--- src/design/ckpq_pkg.sv ---
// ckpq_pkg: shared types and codes for the composite-key priority queue.
// Holds the item structs, opcode and status codes and the sequencer states.
// No dependencies.
package ckpq_pkg;

  typedef enum logic [1:0] {
    OP_INSERT  = 2'd0,
    OP_EXTRACT = 2'd1,
    OP_UPDATE  = 2'd2,
    OP_SEARCH  = 2'd3
  } opcode_t;

  typedef enum logic [1:0] {
    ST_OK      = 2'd0,
    ST_EMPTY   = 2'd1,
    ST_FULL    = 2'd2,
    ST_MISSING = 2'd3
  } status_t;

  typedef enum logic [1:0] {
    S_CLEAR = 2'd0,
    S_IDLE  = 2'd1,
    S_SCAN  = 2'd2,
    S_FIN   = 2'd3
  } state_t;

  typedef struct packed {
    opcode_t     opcode;
    logic [15:0] entry_id;
    logic [7:0]  score;
    logic [19:0] waited;
  } in_item_t;

  typedef struct packed {
    status_t     status;
    logic [15:0] out_id;
    logic [7:0]  out_score;
    logic [19:0] out_waited;
  } out_item_t;

endpackage

--- src/design/composite_key_priority_queue.sv ---
// composite_key_priority_queue: bounded priority queue with update and search by id.
// Each accepted item scans every slot in S_SCAN and answers from S_FIN; an insert into
// a full queue and an extract from an empty one skip the scan. One item in flight: a
// new item is not taken until the last leaves S_FIN. The slot memory is scanned one
// slot per cycle. Reset (rst_n, synchronous): a clearing pass marks every slot free;
// in_ready stays low until it ends. Depends on ckpq_pkg.
module composite_key_priority_queue #(
  parameter int CAPACITY = 64,
  parameter int ID_BITS  = 16
) (
  input  logic                clk,
  input  logic                rst_n,
  input  logic                in_valid,
  output logic                in_ready,
  input  ckpq_pkg::in_item_t  in_item,
  output logic                out_valid,
  input  logic                out_ready,
  output ckpq_pkg::out_item_t out_item
);

  localparam int AW = $clog2(CAPACITY);
  localparam int CW = $clog2(CAPACITY + 1);
  localparam int KW = ID_BITS + 28;

  typedef struct packed {
    logic               valid;
    logic [ID_BITS-1:0] id;
    logic [7:0]         score;
    logic [19:0]        waited;
  } slot_t;

  slot_t mem [CAPACITY];

  ckpq_pkg::state_t    state_r, state_nxt;
  logic [CW-1:0]       cnt_r, cnt_nxt;
  logic [CW-1:0]       occ_r, occ_nxt;
  logic                rd_vld_r, rd_vld_nxt;
  logic [AW-1:0]       rd_idx_r, rd_idx_nxt;
  slot_t               rd_data_r;
  logic                found_r, found_nxt;
  slot_t               best_r, best_nxt;
  logic [AW-1:0]       best_idx_r, best_idx_nxt;
  ckpq_pkg::opcode_t   op_r, op_nxt;
  logic [ID_BITS-1:0]  id_r, id_nxt;
  logic [7:0]          sc_r, sc_nxt;
  logic [19:0]         wt_r, wt_nxt;
  logic                out_valid_r, out_valid_nxt;
  ckpq_pkg::out_item_t out_item_r, out_item_nxt;

  logic                wr_en;
  logic [AW-1:0]       wr_addr;
  slot_t               wr_data;
  logic                out_free;
  logic [ID_BITS+15:0] id_in_ext;
  logic [ID_BITS+15:0] id_out_ext;
  logic [KW-1:0]       key_rd, key_best;

  assign in_ready  = (state_r == ckpq_pkg::S_IDLE);
  assign out_valid = out_valid_r;
  assign out_item  = out_item_r;
  assign out_free  = !out_valid_r || out_ready;

  assign id_in_ext  = {{ID_BITS{1'b0}}, in_item.entry_id};
  assign id_out_ext = {16'b0, best_r.id};

  // Lower score first, then longer wait, then smaller id: one unsigned compare.
  assign key_rd   = {rd_data_r.score, ~rd_data_r.waited, rd_data_r.id};
  assign key_best = {best_r.score, ~best_r.waited, best_r.id};

  always_comb begin
    state_nxt     = state_r;
    cnt_nxt       = cnt_r;
    occ_nxt       = occ_r;
    rd_vld_nxt    = rd_vld_r;
    rd_idx_nxt    = rd_idx_r;
    found_nxt     = found_r;
    best_nxt      = best_r;
    best_idx_nxt  = best_idx_r;
    op_nxt        = op_r;
    id_nxt        = id_r;
    sc_nxt        = sc_r;
    wt_nxt        = wt_r;
    out_valid_nxt = out_valid_r;
    out_item_nxt  = out_item_r;
    wr_en         = 1'b0;
    wr_addr       = cnt_r[AW-1:0];
    wr_data       = '0;

    if (out_valid_r && out_ready) begin
      out_valid_nxt = 1'b0;
    end

    case (state_r)
      ckpq_pkg::S_CLEAR: begin
        wr_en   = 1'b1;
        cnt_nxt = cnt_r + 1'b1;
        if (cnt_r == CW'(CAPACITY - 1)) begin
          cnt_nxt   = '0;
          state_nxt = ckpq_pkg::S_IDLE;
        end
      end

      ckpq_pkg::S_IDLE: begin
        if (in_valid) begin
          op_nxt     = in_item.opcode;
          id_nxt     = id_in_ext[ID_BITS-1:0];
          sc_nxt     = in_item.score;
          wt_nxt     = in_item.waited;
          cnt_nxt    = '0;
          found_nxt  = 1'b0;
          rd_vld_nxt = 1'b0;
          if ((in_item.opcode == ckpq_pkg::OP_INSERT && occ_r == CW'(CAPACITY)) ||
              (in_item.opcode == ckpq_pkg::OP_EXTRACT && occ_r == '0)) begin
            state_nxt = ckpq_pkg::S_FIN;
          end else begin
            state_nxt = ckpq_pkg::S_SCAN;
          end
        end
      end

      ckpq_pkg::S_SCAN: begin
        // read issued at cnt_r, data compared in the next cycle
        rd_vld_nxt = (cnt_r < CW'(CAPACITY));
        rd_idx_nxt = cnt_r[AW-1:0];
        if (cnt_r < CW'(CAPACITY)) begin
          cnt_nxt = cnt_r + 1'b1;
        end
        if (rd_vld_r) begin
          case (op_r)
            ckpq_pkg::OP_INSERT: begin
              if (!found_r && !rd_data_r.valid) begin
                found_nxt    = 1'b1;
                best_idx_nxt = rd_idx_r;
              end
            end
            ckpq_pkg::OP_EXTRACT: begin
              if (rd_data_r.valid && (!found_r || key_rd < key_best)) begin
                found_nxt    = 1'b1;
                best_nxt     = rd_data_r;
                best_idx_nxt = rd_idx_r;
              end
            end
            default: begin
              if (!found_r && rd_data_r.valid && rd_data_r.id == id_r) begin
                found_nxt    = 1'b1;
                best_nxt     = rd_data_r;
                best_idx_nxt = rd_idx_r;
              end
            end
          endcase
          if (rd_idx_r == AW'(CAPACITY - 1)) begin
            state_nxt = ckpq_pkg::S_FIN;
          end
        end
      end

      ckpq_pkg::S_FIN: begin
        if (out_free) begin
          out_valid_nxt           = 1'b1;
          out_item_nxt            = '0;
          out_item_nxt.status     = ckpq_pkg::ST_OK;
          wr_addr                 = best_idx_r;
          state_nxt               = ckpq_pkg::S_IDLE;
          case (op_r)
            ckpq_pkg::OP_INSERT: begin
              if (found_r) begin
                wr_en   = 1'b1;
                wr_data = {1'b1, id_r, sc_r, wt_r};
                occ_nxt = occ_r + 1'b1;
              end else begin
                out_item_nxt.status = ckpq_pkg::ST_FULL;
              end
            end
            ckpq_pkg::OP_EXTRACT: begin
              if (found_r) begin
                wr_en                   = 1'b1;
                wr_data                 = best_r;
                wr_data.valid           = 1'b0;
                occ_nxt                 = occ_r - 1'b1;
                out_item_nxt.out_id     = id_out_ext[15:0];
                out_item_nxt.out_score  = best_r.score;
                out_item_nxt.out_waited = best_r.waited;
              end else begin
                out_item_nxt.status = ckpq_pkg::ST_EMPTY;
              end
            end
            ckpq_pkg::OP_UPDATE: begin
              if (found_r) begin
                wr_en   = 1'b1;
                wr_data = {1'b1, best_r.id, sc_r, wt_r};
              end else begin
                out_item_nxt.status = ckpq_pkg::ST_MISSING;
              end
            end
            default: begin
              if (found_r) begin
                out_item_nxt.out_id     = id_out_ext[15:0];
                out_item_nxt.out_score  = best_r.score;
                out_item_nxt.out_waited = best_r.waited;
              end else begin
                out_item_nxt.status = ckpq_pkg::ST_MISSING;
              end
            end
          endcase
        end
      end

      default: begin
        state_nxt = ckpq_pkg::S_IDLE;
      end
    endcase
  end

  always_ff @(posedge clk) begin
    if (!rst_n) begin
      state_r     <= ckpq_pkg::S_CLEAR;
      cnt_r       <= '0;
      occ_r       <= '0;
      rd_vld_r    <= 1'b0;
      found_r     <= 1'b0;
      out_valid_r <= 1'b0;
    end else begin
      state_r     <= state_nxt;
      cnt_r       <= cnt_nxt;
      occ_r       <= occ_nxt;
      rd_vld_r    <= rd_vld_nxt;
      found_r     <= found_nxt;
      out_valid_r <= out_valid_nxt;
    end
  end

  always_ff @(posedge clk) begin
    rd_idx_r   <= rd_idx_nxt;
    best_r     <= best_nxt;
    best_idx_r <= best_idx_nxt;
    op_r       <= op_nxt;
    id_r       <= id_nxt;
    sc_r       <= sc_nxt;
    wt_r       <= wt_nxt;
    out_item_r <= out_item_nxt;
  end

  // slot memory: one write port, one registered read port
  always_ff @(posedge clk) begin
    if (wr_en) begin
      mem[wr_addr] <= wr_data;
    end
    rd_data_r <= mem[cnt_r[AW-1:0]];
  end

  a_occ_bound: assert property (@(posedge clk) disable iff (!rst_n)
    occ_r <= CW'(CAPACITY))
    else $error("occupancy beyond capacity");

  a_one_in_flight: assert property (@(posedge clk) disable iff (!rst_n)
    (in_valid && in_ready) |=> !in_ready)
    else $error("item accepted while another is in flight");

  a_full_only_when_full: assert property (@(posedge clk) disable iff (!rst_n)
    (state_r == ckpq_pkg::S_FIN && out_free && op_r == ckpq_pkg::OP_INSERT && !found_r)
      |-> occ_r == CW'(CAPACITY))
    else $error("insert found no free slot below capacity");

  a_empty_only_when_empty: assert property (@(posedge clk) disable iff (!rst_n)
    (state_r == ckpq_pkg::S_FIN && out_free && op_r == ckpq_pkg::OP_EXTRACT && !found_r)
      |-> occ_r == '0)
    else $error("extract found nothing in a non-empty queue");

endmodule
--- config.mk ---
export PLATFORM = sky130hd
export DESIGN_NAME = composite_key_priority_queue
export DESIGN_NICKNAME = d
export VERILOG_FILES = /design/src/design/ckpq_pkg.sv /design/src/design/composite_key_priority_queue.sv
export SDC_FILE = /design/constraint.sdc
export NUM_CORES = 2
export LEC_CHECK = 0
export ABC_CLOCK_PERIOD_IN_PS = 7200
export BUFFER_PORTS_ARGS = -buffer_cell sky130_fd_sc_hd__buf_2
export CAP_MARGIN = 0
export CORE_UTILIZATION = 50
export DETAILED_ROUTE_END_ITERATION = 7
export PLACE_DENSITY = 0.65
export SLEW_MARGIN = 20
export SYNTH_ARGS = -nofsm -noshare
export SYNTH_HDL_FRONTEND = slang
export SYNTH_SLANG_ARGS = --single-unit
--- constraint.sdc ---
create_clock -name clk -period 7.2 [get_ports clk]
set_clock_uncertainty 0.05 [all_clocks]
set_input_delay 1.08 -clock clk [delete_from_list [all_inputs] [get_ports clk]]
set_output_delay 1.08 -clock clk [all_outputs]
set_load 0.1 [all_outputs]
**After elaboration in Yosys (flattened, before gate mapping)**

Memory sizes are Yosys's and may differ from the RTL's. A register that Yosys moved wholly into a read port is not among the register bits.
Index checks and enable logic that the tools add are counted.

- Add/sub/neg operators: 3
- $mul: 0
- Divide/modulo/power cells: 0
- Magnitude comparators: 2
- Equal/unequal tests: 23
- Shifts and indexed selects: 0
- Mux-type cells: 50
- Bitwise operators: 4
- Reductions and logical operators: 33

Operators by type and width:

| operator | number |
|---|---|
| 45-bit two-way mux | 4 |
| 45-bit case mux with 3 select lines | 1 |
| 44-bit two-way mux | 3 |
| 44-bit case mux with 2 select lines | 1 |
| 44-bit less-than comparator | 1 |
| 20-bit inverter | 2 |
| 7-bit two-way mux | 5 |
| 6-bit two-way mux | 5 |
| 7-bit case mux with 3 select lines | 1 |
| 2-bit != test, second input constant | 10 |
| 5-bit AND reduction | 4 |
| 16-bit equality test | 1 |
| 1-bit two-way mux | 15 |
| 7-bit by 1-bit adder with 7-bit output, second input constant | 2 |
| 2-bit two-way mux | 7 |
| 7-bit case mux with 2 select lines | 1 |
| 6-bit case mux with 2 select lines | 1 |
| 1-bit case mux with 2 select lines | 4 |
| 2-bit case mux with 4 select lines | 1 |
| 7-bit by 6-bit equality test with 1-bit output, second input constant | 1 |
| 7-bit equality test, second input constant | 1 |
| 1-bit logical AND | 7 |
| 7-bit zero test | 1 |
| 7-bit less-than comparator, second input constant | 1 |
| 17 further kinds | 35 |

- Bits in registers: 167
- Bits in latches: 0
- RAM bits: 2,880
- ROM bits: 0
- Word-level logic and storage cells: 135
- Memories: 1

Memory list:

| memory | words | bits a word | read ports | clocked after memory_dff | write ports | RTL line | RTL |
|---|---|---|---|---|---|---|---|
| mem | 64 | 45 | 1 | 1 | 1 | composite_key_priority_queue.sv:32 | `slot_t mem [CAPACITY];` |

**Logic depth before layout (Yosys ltp)**

- Depth in word-level cells: 8
- Mapped depth: 12
- Gate-level depth less buffers: 10

**Worst setup path after synthesis**

No wires, ideal clock.

- Path type: reg-to-reg
- Start point: register state_r[0]
- End point: register best_r[0] (netlist bit) (enable)
- Setup time: 0.555 ns
- Data arrival time: 5.781 ns
- Data required time: 6.595 ns
- Slack: 0.814 ns
- Cell stages (with the launch flop): 10
- Path buffers: 1
- Clock period less this slack: 6.386 ns
- Path through: dfxtp_1 inv_1 ha_1 clkbuf_1 nand3_1 nor4_1 a41oi_1 nor2_1 nand2_1 nor4_1

- Cells in the longest elaborated chain, start to end: 2

RTL lines:

| element | RTL line | RTL |
|---|---|---|
| start, declared | composite_key_priority_queue.sv:34 | `ckpq_pkg::state_t state_r, state_nxt;` |
| start signal, assigned | composite_key_priority_queue.sv:216 | `state_r <= ckpq_pkg::S_CLEAR;` |
| start signal, assigned | composite_key_priority_queue.sv:223 | `state_r <= state_nxt;` |
| 2-bit equality test | composite_key_priority_queue.sv:93 | `case (state_r)` |
| 5-bit AND reduction (no source line) | -- |  |
| end signal, assigned | composite_key_priority_queue.sv:234 | `best_r <= best_nxt;` |
| end, declared | composite_key_priority_queue.sv:41 | `slot_t best_r, best_nxt;` |

Every way passes these cells.
A chain may end at the register's enable or synchronous reset.

**Worst setup path in the final report**

- Start point: register out_valid_r, in the netlist out_valid
- End point: memory mem[60][14] (netlist bit) (enable)

- Cells in the longest elaborated chain, start to end: 6
- Elaborated cells between the ends (all ways): 8

RTL lines:

| element | RTL line | RTL |
|---|---|---|
| start, declared | composite_key_priority_queue.sv:47 | `logic out_valid_r, out_valid_nxt;` |
| start signal, assigned | composite_key_priority_queue.sv:228 | `out_valid_r <= out_valid_nxt;` |
| 1-bit zero test * | composite_key_priority_queue.sv:61 | `assign out_free = !out_valid_r \|\| out_ready;` |
| 1-bit logical OR * | composite_key_priority_queue.sv:61 |  |
| 1-bit two-way mux | composite_key_priority_queue.sv:158 | `if (out_free) begin` |
| 1-bit case mux with 2 select lines | composite_key_priority_queue.sv:93 |  |
| 1-bit two-way mux | composite_key_priority_queue.sv:245 | `if (wr_en) begin` |
| 1-bit two-way mux (implied by the code) | composite_key_priority_queue.sv:246 | `mem[wr_addr] <= wr_data;` |
| end, declared | composite_key_priority_queue.sv:32 |  |

Every way passes the cells marked *; elsewhere a longest branch is shown, timed or not.

==> impl_results.md <==
- Status: finished, final reports clean
- Worst hold path class: in2reg
- GR Overflow Total: 0
- Ratio of cells with drive above 1 in the final layout: 0.326
- Largest net degree at the start of global routing: between 100 and 150
- Mapped cell area: 118000 µm²
- Worst reg2reg path depth: 8
- Wirelength per Cell: 34.8 µm
- CP Cell Sequence: nor2b_1, nand2b_1, inv_2, mux2i_1, nor3b_1, nand2_1, nor2_4, buf_4
- Post-cts resize count: 0
- Initial antenna violation count: 26
- Max stage delay cell, worst path: nor2_4
- P_int: slightly below 30 mW
- Ys Warns: 0
- Post-route ant nets: 0
- Setup crit start kind: flop
- Worst VDD drop: 180 µV
- Initial DRC Count: 7259
- Post-synth EDFFs: 3028
- Tightest Pin Transition: 1.16 ns
- Global-route wire length before repair: 421000 µm
- Area leader, netlist: edfxtp_1
- RSZ-0062 raised after global routing: false
- Register area share after synthesis: 0.781
- Post-CTS Hold Buffers: 0
- Yosys cell types: 48
- CTS tree: done
- CTS sink count: 3092
- Comb pwr share: 0.037
- Sequential power share: 0.532
- # IOs: 98
- Area share of the largest cell type after synthesis: 0.770
- Vias: 54700
- Max-slew violations: 0
- PortBufs: 97
- Root Buffer: clkbuf_16
- Count leader, synth: edfxtp_1
- Post-Route WL: 299000 µm
- Maximum fanout along the worst path: 28
- Clock slew at reported path FFs: 0.06 ns
- Power Density: 277 nW/µm²
- Worst R2R End: mem[60][14]
- R2R Path Start: out_valid
- Synth Register Bits: between 3000 and 4000
- CP delay by family, top: simple AND/OR/NAND/NOR gates
- Final period util: 0.664
- Endpoints failing hold: 0
- H-tree lvl count: 5
- Worst setup margin: 2.42 ns
- Starting Density: 0.505
- Gpl congestion: 0.854
- FP Rows: 177
- Place WS: between 1.5 and 2 ns
- CTS max path bufs: 4
- Crit path kind: reg2reg
- # fillers: 16400
- Mean Syn Cell Area: 24.3 µm²
- Syn nets: 4964
- Top cells by count, synth: edfxtp_1 (3028), mux4_2 (945), clkbuf_1 (135)
- Setup tns final: 0 ns
- CTS Buf Count: 320
- Final min period: 4.78 ns
- Crit end category: flop
- Final setup vio count: 0
- Buffers and inverters on the worst path: 2
- Slowest stage delay, CP: roughly 0.8 ns
- Hold path start: in_item[18]
- Die extent in x: ~490 µm
- Buffers inserted by post-CTS timing repair: 0
- Hold-critical path endpoint: wt_r[18]
- Leakage: 45.1 nW
- Area grow syn2layout: 13.7%
- Clock Latency Late Sink: 0.96 ns
- Sw Ratio: 0.204
- R2r setup slk: 2.42 ns
- Core area: between 200000 and 250000 µm²
- Max-Cap Viols: 0
- Vias/cell: approximately 6.4
- Max frequency: 209 MHz
- DPL Wire Length: 179000 µm
- Hold depth: 1
- Overall routing resource usage: 0.255
- Req. time, crit path: about 7.7 ns
- Post-route DRC: 0
- WP data arrival: 5.26 ns
- Slew HR: 0.224
- Clock Power Share: 0.432
- TritonRoute pass-1 iters: 8
- Ys flop type: edfxtp_1
- Async S/R FF share, synth: 0
- Nets: ~5300
- Largest cells by area after synthesis: edfxtp_1 (77%), mux4_2 (18%), dfxtp_1 (1.1%)
- Die area: 238000 µm²
- Vias in the first global route: roughly 55000
- Switch Pwr: 7.55 mW
- Synth Instances: 4860
- Die height: 488 µm
## per-stage QoR
step	instances	cell area, µm²	utilization	hold slack [ns]	power, mW
2_1_floorplan	4860	118000	-	0.356	21.0
3_3_place_gp	8030	124000	0.531	0.368	21.5
3_5_place_dp	8031	124000	0.531	0.368	21.5
4_1_cts	8585	134000	0.574	0.190	37.3
5_1_grt	8595	134000	0.574	0.212	38.0
6_report	8601	134000	0.574	0.250	37.1
## layer usage
| layer | wire, µm | GRT usage | vias to the layer above | share of wire |
|---|---|---|---|---|
| li1 | - | - | 21700 | - |
| met1 | 118000 | 0.366 | 29700 | 0.40 |
| met2 | 142000 | 0.396 | 2933 | 0.48 |
| met3 | 31300 | 0.0620 | 424 | 0.10 |
| met4 | 7020 | 0.0637 | 12 | 0.023 |
| met5 | 295 | 0 | - | 0.00099 |
## cell families (layout without fill, tap and decap cells)
family	Yosys count	after routing	synth area share
xor+xnor	26	26	0.00193
flops	3092	3092	0.781
other cells	0	8	0
compound gates	113	113	0.00585
simple gates	312	312	0.0129
mux	962	962	0.182
buf+inv	301	902	0.0104
fa+ha+maj	54	54	0.00579
## how the worst max path moves through the flow
stage	start	to	slack (ns)	cells after the start
6_report	out_valid	mem[60][14]	2.42	8
5_1_grt	out_valid	mem[0][42]	2.23	8
3_3_place_gp	out_ready	mem[61][15]	1.73	9
3_5_place_dp	out_ready	mem[61][12]	1.76	9
4_1_cts	out_valid	mem[61][12]	2.56	8
2_1_floorplan	state_r[0]	best_r[0]	0.81	9
## sequential cells by signal, indices dropped and copies added (netlist names), 2 cells and up
name and flops:
best_idx_r 6, best_r 44, cnt_r 7, id_r 16
key_rd 24, mem 2880, occ_r 7, op_r 2
out_item 46, rd_data_r 21, rd_idx_r 6, sc_r 8
state_r 2, wt_r 20
## cells in the final DEF (no fill, tap or decap), types with 7 or more instances in the layout
| cell type | n |
|---|---|
| edfxtp_1 | 3028 |
| mux4_2 | 945 |
| clkbuf_16 | 329 |
| buf_4 | 152 |
| buf_2 | 97 |
| nor2_4 | 91 |
| clkinv_1 | 71 |
| inv_1 | 58 |
| clkbuf_1 | 57 |
| dfxtp_1 | 57 |
| ha_1 | 53 |
| a21oi_1 | 50 |
| clkinv_2 | 50 |
| and3_1 | 48 |
| nand2_1 | 42 |
| nor2_1 | 38 |
| buf_12 | 38 |
| bufinv_16 | 27 |
| xnor2_1 | 21 |
| o21ai_0 | 20 |
| nor2b_1 | 18 |
| mux2i_1 | 17 |
| nand4_1 | 16 |
| nand3_1 | 13 |
| nand2b_1 | 12 |
| clkbuf_8 | 9 |
| diode_2 | 8 |
| nand3b_1 | 8 |
| nor3_1 | 7 |
## power by group through the flow
stage / registers (mW) / clock network, mW / logic (mW)
CTS: 19.7 / 16.2 / 1.39
global placement: 20.1 / 0 / 1.38
detailed placement: 20.1 / 0 / 1.38
finish: 19.7 / 16.0 / 1.37
global route: 19.7 / 16.9 / 1.44
floorplan: 20.0 / 0 / 0.942
## layout make-up
class	instances	area, µm²	share of cell area
diodes	8	20.0	0.000149
clock buffers	395	8570	0.0639
clock inverters	159	1450	0.0108
inverters	59	221	0.00165
multi-input cells	1467	25400	0.189
flip-flops and latches	3092	92200	0.687
well taps	3132	3920	0.0292
repair buffers	289	2440	0.0182
## worst register-to-register path, cell delays in order, from the launching register on
cell,delay (ns)
dfxtp_1,0.33
nor2b_1,0.26
nand2b_1,0.64
inv_2,0.28
mux2i_1,0.27
nor3b_1,0.43
nand2_1,0.65
nor2_4,0.81
buf_4,0.64
No activity file was read; power rests on OpenSTA's default activity.
